**config.mk**
```make
export PLATFORM = sky130hd
export DESIGN_NAME = bpa_ctrl
export DESIGN_NICKNAME = d
export VERILOG_FILES = /design/src/rtl/core/bpa_pkg.sv /design/src/rtl/core/bpa_ctrl.sv
export VERILOG_INCLUDE_DIRS = /design/src /design/src/rtl/core
export SDC_FILE = /design/constraint.sdc
export NUM_CORES = 1
export LEC_CHECK = 0
export ABC_AREA = 1
export BUFFER_PORTS_ARGS = -buffer_cell sky130_fd_sc_hd__buf_2
export CAP_MARGIN = 20
export CELL_PAD_IN_SITES_DETAIL_PLACEMENT = 0
export CELL_PAD_IN_SITES_GLOBAL_PLACEMENT = 1
export CORE_MARGIN = 2
export CORE_UTILIZATION = 28
export CTS_CLUSTER_DIAMETER = 150
export CTS_CLUSTER_SIZE = 14
export DETAILED_ROUTE_END_ITERATION = 12
export PLACE_DENSITY_LB_ADDON = 0.1
export SYNTH_ARGS = -nofsm -noshare
export SYNTH_HDL_FRONTEND = slang
export SYNTH_SLANG_ARGS = --single-unit
```
**constraint.sdc**
```tcl
create_clock -name clk -period 3.47 [get_ports clk]
set_input_delay 0.694 -clock clk [delete_from_list [all_inputs] [get_ports clk]]
set_output_delay 0.694 -clock clk [all_outputs]
set_load 0.1 [all_outputs]
```
**src/rtl/core/bitmap_page_allocator_assert.svh**
```systemverilog
// Assertion helpers for the page allocator. Compiled out under SYNTHESIS.
`ifndef BITMAP_PAGE_ALLOCATOR_ASSERT_SVH
`define BITMAP_PAGE_ALLOCATOR_ASSERT_SVH

`ifndef SYNTHESIS
`define BPA_ASSERT(name, clk, rst_n, prop, msg) \
	name: assert property (@(posedge clk) disable iff (!rst_n) prop) else $error(msg);
`define BPA_NEVER(name, clk, rst_n, expr, msg) \
	`BPA_ASSERT(name, clk, rst_n, !(expr), msg)
`else
`define BPA_ASSERT(name, clk, rst_n, prop, msg)
`define BPA_NEVER(name, clk, rst_n, expr, msg)
`endif

`endif

```
**src/rtl/core/bpa_pkg.sv**
```systemverilog
`default_nettype none

package bpa_pkg;

	localparam int unsigned BLOCK_BYTES_DEF  = 4096;
	localparam int unsigned BITMAP_WORDS_DEF = 1024;

	localparam int unsigned WORD_W = 32;
	localparam logic [WORD_W-1:0] ALL_ONES = '1;

	// request codes
	localparam logic [1:0] MODE_MARK_USED  = 2'd0;
	localparam logic [1:0] MODE_MARK_FREE  = 2'd1;
	localparam logic [1:0] MODE_ALLOC      = 2'd2;
	localparam logic [1:0] MODE_FREE_BLOCK = 2'd3;

	// counter operations
	localparam logic [1:0] CNT_NONE = 2'd0;
	localparam logic [1:0] CNT_ADD  = 2'd1;
	localparam logic [1:0] CNT_SUB  = 2'd2;

	typedef struct packed {
		logic       clear_wr;
		logic       item_load;
		logic       div_go_base;
		logic       div_go_bytes;
		logic       take_start;
		logic       take_n;
		logic       range_calc;
		logic       region_init;
		logic       region_wr;
		logic       scan_first;
		logic       scan_step;
		logic       alloc_wr;
		logic [1:0] cnt_op;
		logic       cnt_one;
		logic       out_load;
	} cmd_t;

	typedef struct packed {
		logic [1:0] mode;
		logic       clear_last;
		logic       skip;
		logic       word_last;
		logic       scan_hit;
		logic       scan_end;
		logic       blk_zero;
	} sts_t;

endpackage

`default_nettype wire

```
**src/rtl/core/bpa_ctrl.sv**
```systemverilog
`default_nettype none

`include "bitmap_page_allocator_assert.svh"

module bpa_ctrl (
	input  wire logic          clk,
	input  wire logic          arst_n,
	input  wire logic          in_valid,
	output logic               in_stall,
	input  wire logic [1:0]    mode,
	output logic               out_valid,
	input  wire logic          out_stall,
	input  wire bpa_pkg::sts_t sts,
	output bpa_pkg::cmd_t      cmd
);

	import bpa_pkg::*;

	localparam logic [3:0] ST_CLEAR     = 4'd0;
	localparam logic [3:0] ST_IDLE      = 4'd1;
	localparam logic [3:0] ST_DIVA_GO   = 4'd2;
	localparam logic [3:0] ST_DIVA_WAIT = 4'd3;
	localparam logic [3:0] ST_DIVB_GO   = 4'd4;
	localparam logic [3:0] ST_DIVB_WAIT = 4'd5;
	localparam logic [3:0] ST_RANGE     = 4'd6;
	localparam logic [3:0] ST_CHECK     = 4'd7;
	localparam logic [3:0] ST_WR        = 4'd8;
	localparam logic [3:0] ST_SCAN_GO   = 4'd9;
	localparam logic [3:0] ST_SCAN      = 4'd10;
	localparam logic [3:0] ST_HIT       = 4'd11;
	localparam logic [3:0] ST_DONE      = 4'd12;

	logic [3:0] state_q;
	logic [3:0] state_n;
	logic       out_valid_q;
	logic       out_blocked;

	assign in_stall    = state_q != ST_IDLE;
	assign out_valid   = out_valid_q;
	assign out_blocked = out_valid_q && out_stall;

	always_comb begin
		cmd     = '0;
		state_n = state_q;
		case (state_q)
			ST_CLEAR: begin
				cmd.clear_wr = 1'b1;
				if (sts.clear_last)
					state_n = ST_IDLE;
			end
			ST_IDLE: begin
				if (in_valid) begin
					cmd.item_load = 1'b1;
					state_n = (mode == MODE_ALLOC) ? ST_SCAN_GO : ST_DIVA_GO;
				end
			end
			ST_DIVA_GO: begin
				cmd.div_go_base = 1'b1;
				state_n = ST_DIVA_WAIT;
			end
			ST_DIVA_WAIT: begin
				cmd.take_start = 1'b1;
				state_n = (sts.mode == MODE_FREE_BLOCK) ? ST_RANGE : ST_DIVB_GO;
			end
			ST_DIVB_GO: begin
				cmd.div_go_bytes = 1'b1;
				state_n = ST_DIVB_WAIT;
			end
			ST_DIVB_WAIT: begin
				cmd.take_n = 1'b1;
				state_n = ST_RANGE;
			end
			ST_RANGE: begin
				cmd.range_calc = 1'b1;
				state_n = ST_CHECK;
			end
			ST_CHECK: begin
				if (sts.skip) begin
					state_n = ST_DONE;
				end else begin
					cmd.region_init = 1'b1;
					state_n = ST_WR;
				end
			end
			ST_WR: begin
				cmd.region_wr = 1'b1;
				if (sts.word_last) begin
					// count moves once, on the last word of the region
					cmd.cnt_op = (sts.mode == MODE_MARK_USED) ? CNT_ADD : CNT_SUB;
					state_n = ST_DONE;
				end
			end
			ST_SCAN_GO: begin
				cmd.scan_first = 1'b1;
				state_n = ST_SCAN;
			end
			ST_SCAN: begin
				cmd.scan_step = 1'b1;
				if (sts.scan_hit)
					state_n = sts.blk_zero ? ST_DONE : ST_HIT;
				else if (sts.scan_end)
					state_n = ST_DONE;
			end
			ST_HIT: begin
				cmd.alloc_wr = 1'b1;
				cmd.cnt_op   = CNT_ADD;
				cmd.cnt_one  = 1'b1;
				state_n = ST_DONE;
			end
			ST_DONE: begin
				if (!out_blocked) begin
					cmd.out_load = 1'b1;
					state_n = ST_IDLE;
				end
			end
			default: begin
				state_n = ST_IDLE;
			end
		endcase
	end

	always_ff @(posedge clk or negedge arst_n) begin
		if (!arst_n) begin
			state_q     <= ST_CLEAR;
			out_valid_q <= 1'b0;
		end else begin
			state_q <= state_n;
			if (cmd.out_load)
				out_valid_q <= 1'b1;
			else if (!out_stall)
				out_valid_q <= 1'b0;
		end
	end

	`BPA_NEVER(a_no_overwrite, clk, arst_n, cmd.out_load && out_blocked, "result overwritten while stalled")
	`BPA_ASSERT(a_done_to_idle, clk, arst_n, cmd.out_load |=> state_q == ST_IDLE, "no return to idle after result")
	`BPA_ASSERT(a_zero_block, clk, arst_n, (state_q == ST_SCAN && sts.scan_hit && sts.blk_zero) |=> state_q == ST_DONE, "reserved block not rejected")

endmodule

`default_nettype wire

```
==> results of run 1 <==
-- through the flow --
step                instance area (sq um)  setup WS (ns)  power, mW  setup TNS [ns]  util [%]
CTS                                   779          0.992      0.834               0      40.1
floorplan                             578         -0.249      0.660          -0.397         -
detailed placement                    752           1.25      0.762               0      38.7
finish                                779           1.00      0.825               0      40.1
global route                          779          0.839      0.900               0      40.1
global placement                      752           1.23      0.764               0      38.7
-- power groups by stage --
stage / sequential [mW] / combinational, mW / clock, mW
2_1_floorplan: 0.114 / 0.546 / 0
5_1_grt: 0.118 / 0.701 / 0.0806
3_3_place_gp: 0.114 / 0.650 / 0
3_5_place_dp: 0.115 / 0.647 / 0
4_1_cts: 0.114 / 0.649 / 0.0717
6_report: 0.114 / 0.643 / 0.0687
-- routing by layer --
metal	share of wire, %	vias to the layer above	track usage, %
met5	0	-	0
met4	0	0	1.43
met3	6.2	0	5.21
met2	46	22	23.7
met1	48	287	17.7
li1	-	383	-
-- critical path: stages, from the launching register on --
cell	delay, ns
dfrtp_1	0.51
inv_2	0.08
nor2_1	0.27
nand2_1	0.14
o31ai_2	0.08
buf_2	0.45
-- cell type report --
type	instances	area share, %
inverters	21	10.1
clock inverters	1	0.642
well taps	27	4.33
multi-input cells	78	46.1
clock buffers	3	2.89
repair buffers	31	19.9
flip-flops and latches	5	16.1
-- sequential cells by signal, indices dropped and copies added (netlist names) --
| register | cells |
|---|---|
| state_q | 4 |
| out_valid | 1 |
-- layout by cell type, fill, tap and decap left out, drive strengths merged --
cell type	synthesis	final
nor3	1	1
o31ai	1	1
dfrtp	5	5
nand2	40	40
inv	21	21
clkinv	0	1
o211ai	1	1
a21oi	1	1
buf	2	31
nor4	1	1
nand4	1	1
clkbuf	0	3
nand3b	2	2
o21ai	1	1
nor2	24	24
nand3	5	5
-- worst max-delay path by stage --
stage / endpoint
detailed placement: cmd[8]
finish: cmd[2]
CTS: cmd[2]
global placement: cmd[8]
floorplan: cmd[2]
global route: cmd[2]
-- cell families after synthesis --
group / after synthesis
compound gates: 4
buf+inv: 23
flops: 5
simple gates: 74
-- cell usage after synthesis --
cell      count
a21oi_1       1
buf_4         2
dfrtp_1       5
inv_1        19
inv_2         2
nand2_1      38
nand2_2       2
nand3_1       4
nand3_2       1
nand3b_1      2
nand4_1       1
nor2_1       20
nor2_2        3
nor2_4        1
nor3_1        1
nor4_1        1
o211ai_1      1
o21ai_0       1
o31ai_1       1
==> results.tsv, run 1 <==
stage	metric	value	unit
run_status	status	finished, final reports clean	
grt	grt_pass1_wl	2580	microns
clock_network	cts.sinks	5	
finish	drive_above_1_share	33.1	%
timing	fin_crit	2.47	ns
route	vias_per_cell	4.17	
clock_network	cts_tree	built	
power_and_ir_drop	peakVddDrop	0.506	mV
floorplan	initial_utilization	29.2	%
route	first_iter_violations	6	
grt	track_usage	14.1	%
worst_setup_path	cp-startpoint	state_q[3]$_DFFE_PN0P_	
yosys	synth_mux_area_share	0	%
flow_run	maxCapViolations	0	
clock_network	worstSkewPairLatency	0.24	ns
route	drt_drc_violations_left	0	
power_and_ir_drop	powerDensity	1060	nW/um^2
grt	antenna_found_initial	0	
power_and_ir_drop	p_seq_share	13.8	%
yosys	synth_warnings	0	
finish	n_fill_cell	248	
yosys	synthTopCellsByArea	nand2_1 (25%), dfrtp_1 (22%), nor2_1 (13%)	
timing	worst_pin_slew	0.487	ns
finish	fin_nets	154	
yosys	ys_seq_area_share	22.1	%
yosys	synth-xor-area-share	0	%
clock_network	htreeDepth	1	
worst_setup_path	r2r_start	state_q[3]$_DFFE_PN0P_	
route	wl	1510	microns
yosys	synth.distinct_cells	19	
finish	ff_latch_area	125	sq um
timing	period_share	71.2	%
route	antenna_left	0	
power_and_ir_drop	leakagePower	0.561	nW
yosys	synth_nets	120	
yosys	synthSimpleGateAreaFrac	57.0	%
power_and_ir_drop	p_clk_share	8.3	%
clock_network	postCtsSetupRepairBufs	0	
grt	grt-ovfl-total	0	
worst_setup_path	reg2reg_slack	2.13	ns
clock_network	clockBufferDepth	2	
yosys	syn_inst	106	
yosys	synth_seq_cells	5	
floorplan	core	1940	sq um
placed_design	hpwlAfterDp	1310	microns
worst_setup_path	cp_max_fo	8	
timing	finalClockSkew	0.00144	ns
yosys	netlist.area_leader.share	25.2	%
clock_network	cts_made_buffers	3	
timing	rsz0062_at_grt	no	
worst_setup_path	crit_path_start_kind	flip-flop	
floorplan	dieArea	2400	sq um
power_and_ir_drop	switching_share	70.5	%
clock_network	clk_pin_slew_worst_paths	0.05	ns
clock_network	cts_resized	0	
floorplan	die_x	49.0	microns
power_and_ir_drop	combPwrFrac	77.9	%
route	wire_per_inst	9.08	microns
placed_design	dp_cells	162	
yosys	synth-compound-area-share	4.42	%
worst_setup_path	arrival	1.78	ns
placed_design	port_buffers	31	
power_and_ir_drop	intPower	244	uW
worst_setup_path	r2r-end	state_q[1]$_DFFE_PN0P_	
worst_setup_path	cp-end-kind	output port	
floorplan	die_h	49.0	microns
clock_network	cts-root-buf	clkbuf_4	
yosys	netlist_area	567	sq um
floorplan	rows	16	
worst_setup_path	required	2.78	ns
clock_network	hold_buffers	0	
timing	max_slew_margin	67.7	%
finish	antenna_cells	0	
yosys	synth_top_family_by_area	simple AND/OR/NAND/NOR gates	
timing	fin_hold_ws	0.253	ns
grt	grt_pass1_vias	605	
yosys	avgSynthCellArea	5.35	sq um
timing	final-hold-violation-count	0	
floorplan	ios	32	
worst_hold_path	hold_path.class	in -> async	
placed_design	place_congestion	0.785	
yosys	synth_top_area_cell	nand2_1	
timing	fmax	0.405	GHz
timing	slew_viol_final	0	
finish	layout.cells.non_filler	166	
yosys	synthAdderAreaFrac	0	%
timing	setup_viol	0	
finish	area_growth	37.5	%
worst_setup_path	reg2reg_depth	7	
power_and_ir_drop	p_sw	582	uW
grt	grt_max_degree	9	
finish	multiInputGateArea	359	sq um
route	firstDrtPassIters	3	
worst_setup_path	critPathKind	reg -> out	
route	num_vias	692	
Note: power is estimated with default switching activity, not from simulation.
==> inputs of run 2 (changes only) <==
- CORE_UTILIZATION: 28 -> 23
- clock period: 3.47 -> 2.1 ns (I/O delays scaled with it)
==> results.tsv, run 2 (same netlist as run 1, synthesis figures left out) <==
stage	metric	value	unit	change
run_status	status	finished, final reports clean		
timing	rsz0062_at_grt	no		
finish	final_common_cell	nand2_1		
floorplan	die_x	53.6	microns	+9.5%
floorplan	initial_utilization	24.9	%	-4.3 points
route	firstDrtPassIters	4		+1
worst_setup_path	r2r_start	state_q[3]$_DFFE_PN0P_		
clock_network	postCtsSetupRepairBufs	0		unchanged
floorplan	rows	17		+1
route	wire_per_inst	9.57	microns	+5.4%
power_and_ir_drop	intPower	518	uW	+110%
clock_network	cts_made_buffers	3		unchanged
worst_setup_path	cp_cell_sequence	inv_2 -> nand2_4 -> nor2_4 -> nand2_4 -> o31ai_4 -> buf_12		
clock_network	clk_pin_slew_worst_paths	0.04	ns	about the same
clock_network	htreeDepth	1		unchanged
clock_network	cts-root-buf	clkbuf_4		
grt	grt_pass1_wl	2790	microns	+8.0%
worst_setup_path	critPathMostFrequentCell	nand2_4		
finish	layout.cells.non_filler	170		+2.4%
worst_setup_path	r2r-end	state_q[1]$_DFFE_PN0P_		
timing	setup_viol	0		unchanged
worst_setup_path	critPathBufInv	2		unchanged
timing	final-hold-violation-count	0		unchanged
finish	layout_common_cells	nand2_1 (36), buf_2 (22), nor2_1 (16), inv_1 (16), buf_12 (8)		
finish	fin_nets	157		+1.9%
power_and_ir_drop	p_seq_share	12.8	%	-1.0 points
worst_hold_path	hold_path_depth	3		
worst_hold_path	hold_path.class	in -> reg		
route	drt_drc_violations_left	0		unchanged
worst_setup_path	cp-end-kind	output port		
flow_run	maxCapViolations	0		unchanged
worst_setup_path	critPathKind	reg -> out		
grt	track_usage	13.2	%	-0.86 points
grt	grt_pass1_vias	653		+7.9%
finish	antenna_cells	0		unchanged
worst_setup_path	crit_path_start_kind	flip-flop		
worst_setup_path	arrival	1.55	ns	-0.23 ns
power_and_ir_drop	combPwrFrac	80.0	%	+2.1 points
finish	top_register	state_q		
floorplan	core	2280	sq um	+17%
timing	slew_viol_final	0		unchanged
route	antenna_left	0		unchanged
power_and_ir_drop	peakVddDrop	1.08	mV	+110%
timing	finalClockSkew	0.00304	ns	+0.00160 ns
route	first_iter_violations	11		+5
power_and_ir_drop	p_sw	1.01	mW	+74%
timing	worst_pin_slew	0.494	ns	+0.00664 ns
power_and_ir_drop	switching_share	66.1	%	-4.4 points
finish	area_growth	75.3	%	
timing	fin_hold_ws	0.411	ns	+0.157 ns
worst_setup_path	critPathMaxStageDelay	0.43	ns	-0.08 ns
timing	period_share	94.0	%	
worst_setup_path	required	1.68	ns	-1.10 ns
route	vias_per_cell	4.31		+3.3%
placed_design	port_buffers	31		unchanged
grt	antenna_found_initial	0		unchanged
grt	grt_max_degree	9		unchanged
timing	fin_crit	1.97	ns	
route	wl	1630	microns	+7.9%
grt	grt-ovfl-total	0		unchanged
timing	fmax	0.507	GHz	
worst_setup_path	reg2reg_slack	0.72	ns	-1.41 ns
finish	n_fill_cell	263		+6.0%
placed_design	dp_cells	165		+1.9%
timing	max_slew_margin	67.3	%	-0.44 points
worst_hold_path	hold_end	out_valid$_DFFE_PN0P_		
finish	largest_register_ffs	4		unchanged
placed_design	hpwlAfterDp	1480	microns	+13%
timing	tns	0	ns	unchanged
floorplan	dieArea	2880	sq um	+20%
finish	drive_above_1_share	39.4	%	+6.3 points
clock_network	clockBufferDepth	2		unchanged
clock_network	worstSkewPairLatency	0.24	ns	about the same
floorplan	die_h	53.6	microns	+9.5%
power_and_ir_drop	powerDensity	1540	nW/um^2	+45%
power_and_ir_drop	leakagePower	0.598	nW	+6.7%
power_and_ir_drop	finalPower	1.53	mW	+85%
power_and_ir_drop	p_clk_share	7.2	%	-1.1 points
worst_setup_path	reg2reg_depth	8		+1
placed_design	place_congestion	0.797		+1.5%
worst_setup_path	cp_max_fo	5		-3
clock_network	cts_tree	built		
floorplan	ios	32		unchanged
finish	fin_util	43.7	%	+3.5 points
worst_hold_path	worstHoldStart	out_stall		
worst_setup_path	path_delay_family	flip-flops		
clock_network	cts.sinks	5		unchanged
worst_setup_path	cpMaxStageDelayCell	dfrtp_1		
route	num_vias	732		+5.8%
==> run 2: cell count changes in the layout (fill, tap and decap cells not counted), sizes merged <==
cell / delta
clkbuf: +2
clkinv: -1
dlygate4sd3: +1
clkinvlp: +1
buf: +1
inv: -1
==> run 2: timing repair <==
item,CTS,global route
resized for setup,0,1
hold endpoints to repair,5,0
endpoints found under the setup margin,0,1
hold buffers,1,0
==> run 2: area by class of cell <==
class                   count  area, sq um  area share [%]
clock buffers               4         26.3            2.64
inverters                  21         82.6            8.31
multi-input cells          78          422            42.4
flip-flops and latches      5          125            12.6
well taps                  28         35.0            3.53
repair buffers             34          303            30.5
==> run 2: worst max path at each step <==
stage / slack, ns / endpoint / cells after the start / from
floorplan: -0.44 / cmd[2] / 5 / state_q[2]$_DFFE_PN0P_
global placement: 0.36 / in_stall / 5 / state_q[3]$_DFFE_PN0P_
detailed placement: 0.35 / in_stall / 5 / state_q[3]$_DFFE_PN0P_
CTS: 0.08 / in_stall / 5 / state_q[3]$_DFFE_PN0P_
global route: 0.006 / cmd[13] / 5 / state_q[1]$_DFFE_PN0P_
finish: 0.13 / cmd[2] / 6 / state_q[2]$_DFFE_PN0P_
==> run 2: worst min-delay path: cells and delay by family <==
family / cells / cell delay [ns]
and+or+nand+nor: 2 / 0.13
buffers and inverters: 1 / 0.07
==> run 2: stage by stage <==
| step | setup WS (ns) | area (sq um) |
|---|---|---|
| after detailed placement | 0.348 | 955 |
| after CTS | 0.0758 | 991 |
| after global placement | 0.357 | 955 |
| after floorplan | -0.435 | 644 |
| after global routing | 0.00558 | 993 |
| final | 0.127 | 993 |
==> run 2: routing by layer <==
| metal | wire length, microns | track usage, % | vias up |
|---|---|---|---|
| li1 | - | - | 392 |
| met3 | 120 | 4.17 | 0 |
| met5 | 0 | 0 | - |
| met2 | 788 | 23.0 | 24 |
| met4 | 0 | 1.28 | 0 |
| met1 | 717 | 16.4 | 316 |
==> run 2: power groups by stage <==
stage | Clock (mW) | Combinational, mW | Sequential [mW]
floorplan | 0 | 0.959 | 0.191
CTS | 0.115 | 1.23 | 0.198
finish | 0.111 | 1.22 | 0.195
global placement | 0 | 1.23 | 0.198
global route | 0.122 | 1.31 | 0.206
detailed placement | 0 | 1.23 | 0.198
==> inputs of run 3 (changes only) <==
- MAX_ROUTING_LAYER: not set -> met4
==> results.tsv, run 3 (same netlist as run 1, synthesis figures left out) <==
stage	metric	value	unit	change
run_status	status	finished, final reports clean		
timing	fmax	0.507	GHz	about the same
power_and_ir_drop	leakagePower	0.598	nW	unchanged
route	vias_per_cell	4.31		unchanged
timing	finalClockSkew	0.00276	ns	-0.000283 ns
route	first_iter_violations	11		unchanged
timing	fin_hold_ws	0.411	ns	-0.0000410 ns
clock_network	cts-root-buf	clkbuf_4		
placed_design	place_congestion	0.808		+1.4%
power_and_ir_drop	powerDensity	1540	nW/um^2	about the same
finish	antenna_cells	0		unchanged
timing	rsz0062_at_grt	no		
floorplan	rows	17		unchanged
worst_setup_path	cp-startpoint	state_q[0]$_DFFE_PN0P_		
clock_network	cts_tree	built		
floorplan	ios	32		unchanged
grt	grt_pass1_wl	2790	microns	unchanged
grt	track_usage	13.6	%	+0.38 points
power_and_ir_drop	switching_share	66.1	%	about the same
worst_setup_path	reg2reg_depth	8		unchanged
route	num_vias	732		unchanged
grt	grt_max_degree	9		unchanged
clock_network	cts_made_buffers	3		unchanged
power_and_ir_drop	finalPower	1.53	mW	about the same
worst_setup_path	arrival	1.55	ns	about the same
worst_hold_path	worstHoldStart	out_stall		
power_and_ir_drop	peakVddDrop	1.08	mV	about the same
finish	area_growth	75.3	%	unchanged
floorplan	die_x	53.6	microns	unchanged
timing	period_share	94.0	%	about the same
clock_network	clockBufferDepth	2		unchanged
flow_run	maxCapViolations	0		unchanged
clock_network	worstSkewPairLatency	0.24	ns	about the same
finish	layout_common_cells	nand2_1 (36), buf_2 (22), nor2_1 (16), inv_1 (16), buf_12 (8)		
floorplan	dieArea	2880	sq um	unchanged
route	firstDrtPassIters	4		unchanged
grt	antenna_found_initial	0		unchanged
worst_setup_path	critPathKind	reg -> out		
worst_setup_path	crit_path_start_kind	flip-flop		
timing	slew_viol_final	0		unchanged
worst_hold_path	hold_path_depth	3		unchanged
clock_network	htreeDepth	1		unchanged
power_and_ir_drop	p_clk_share	7.3	%	about the same
clock_network	clk_pin_slew_worst_paths	0.04	ns	about the same
timing	max_slew_margin	67.3	%	unchanged
finish	top_register	state_q		
worst_setup_path	required	1.68	ns	about the same
timing	worst_pin_slew	0.494	ns	unchanged
worst_setup_path	cp-end-kind	output port		
timing	setup_viol	0		unchanged
worst_setup_path	r2r_start	state_q[3]$_DFFE_PN0P_		
floorplan	die_h	53.6	microns	unchanged
finish	fin_area	993	sq um	unchanged
route	wire_per_inst	9.55	microns	-0.18%
timing	fin_crit	1.97	ns	+0.000282 ns
placed_design	port_buffers	31		unchanged
power_and_ir_drop	intPower	518	uW	about the same
finish	drive_above_1_share	39.4	%	unchanged
floorplan	core	2280	sq um	unchanged
route	antenna_left	0		unchanged
route	wl	1620	microns	-0.18%
route	drt_drc_violations_left	0		unchanged
power_and_ir_drop	p_sw	1.01	mW	about the same
finish	fin_nets	157		unchanged
placed_design	hpwlAfterDp	1480	microns	unchanged
grt	grt_pass1_vias	652		-0.15%
finish	largest_register_ffs	4		unchanged
power_and_ir_drop	p_seq_share	12.8	%	about the same
clock_network	cts.sinks	5		unchanged
finish	final_common_cell	nand2_1		
floorplan	initial_utilization	24.9	%	unchanged
worst_hold_path	hold_path.class	in -> reg		
timing	final-hold-violation-count	0		unchanged
placed_design	placed_area	955	sq um	unchanged
worst_setup_path	cp_max_fo	5		unchanged
grt	grt-ovfl-total	0		unchanged
power_and_ir_drop	combPwrFrac	79.9	%	about the same
-- run 3: cell counts in the layout (fill, tap and decap cells not counted) --
No cell type changed its count.
-- run 3: final timing paths --
path	endpoint	slack, ns
setup / recovery	cmd[10]	0.13
hold / removal	out_valid$_DFFE_PN0P_	0.41
setup reg to reg	state_q[1]$_DFFE_PN0P_	0.72
hold reg to reg	out_valid$_DFFE_PN0P_	0.50
max in group asynchronous	state_q[0]$_DFFE_PN0P_	1.45
min in group asynchronous	state_q[3]$_DFFE_PN0P_	0.52
-- run 3: area by class of cell --
cell class                 count  area [sq um]
fill                         263          1280
clock buffer                   4          26.3
timing repair buffer          34           303
tap                           28          35.0
multi-input combinational     78           422
inverter                      21          82.6
sequential                     5           125
-- run 3: routing by layer --
layer / up-vias / part of all wire, % / track usage (%)
met4: 0 / 0 / 1.28
met2: 24 / 49 / 23.0
met1: 317 / 44 / 16.6
met5: - / 0 / -
li1: 391 / - / -
met3: 0 / 7.1 / 3.89
-- run 3: repair_timing --
action	CTS	global route
hold endpoints to repair	5	0
endpoints found under the setup margin	0	1
hold buffers	1	0
buffers inserted	0	0
resized for setup	0	1
-- run 3: per-stage QoR --
stage          cells  util (%)  TNS (ns)  setup WS (ns)
2_1_floorplan    106         -    -0.651         -0.435
3_3_place_gp     165      41.9         0          0.357
3_5_place_dp     165      41.9         0          0.348
4_1_cts          170      43.5         0         0.0758
5_1_grt          170      43.7         0        0.00557
6_report         170      43.7         0          0.127
-- run 3: power by group through the flow --
stage / registers [mW] / clock network, mW / logic, mW
after global placement: 0.198 / 0 / 1.23
final: 0.195 / 0.111 / 1.22
after CTS: 0.198 / 0.115 / 1.23
after detailed placement: 0.198 / 0 / 1.23
after floorplan: 0.191 / 0 / 0.959
after global routing: 0.206 / 0.122 / 1.31
-- run 3: worst max-delay path: stages, from the launching register on --
cell and delay (ns):
dfrtp_1 0.42, inv_2 0.08, nor2_1 0.23, nand2_1 0.11
inv_1 0.06, buf_2 0.41
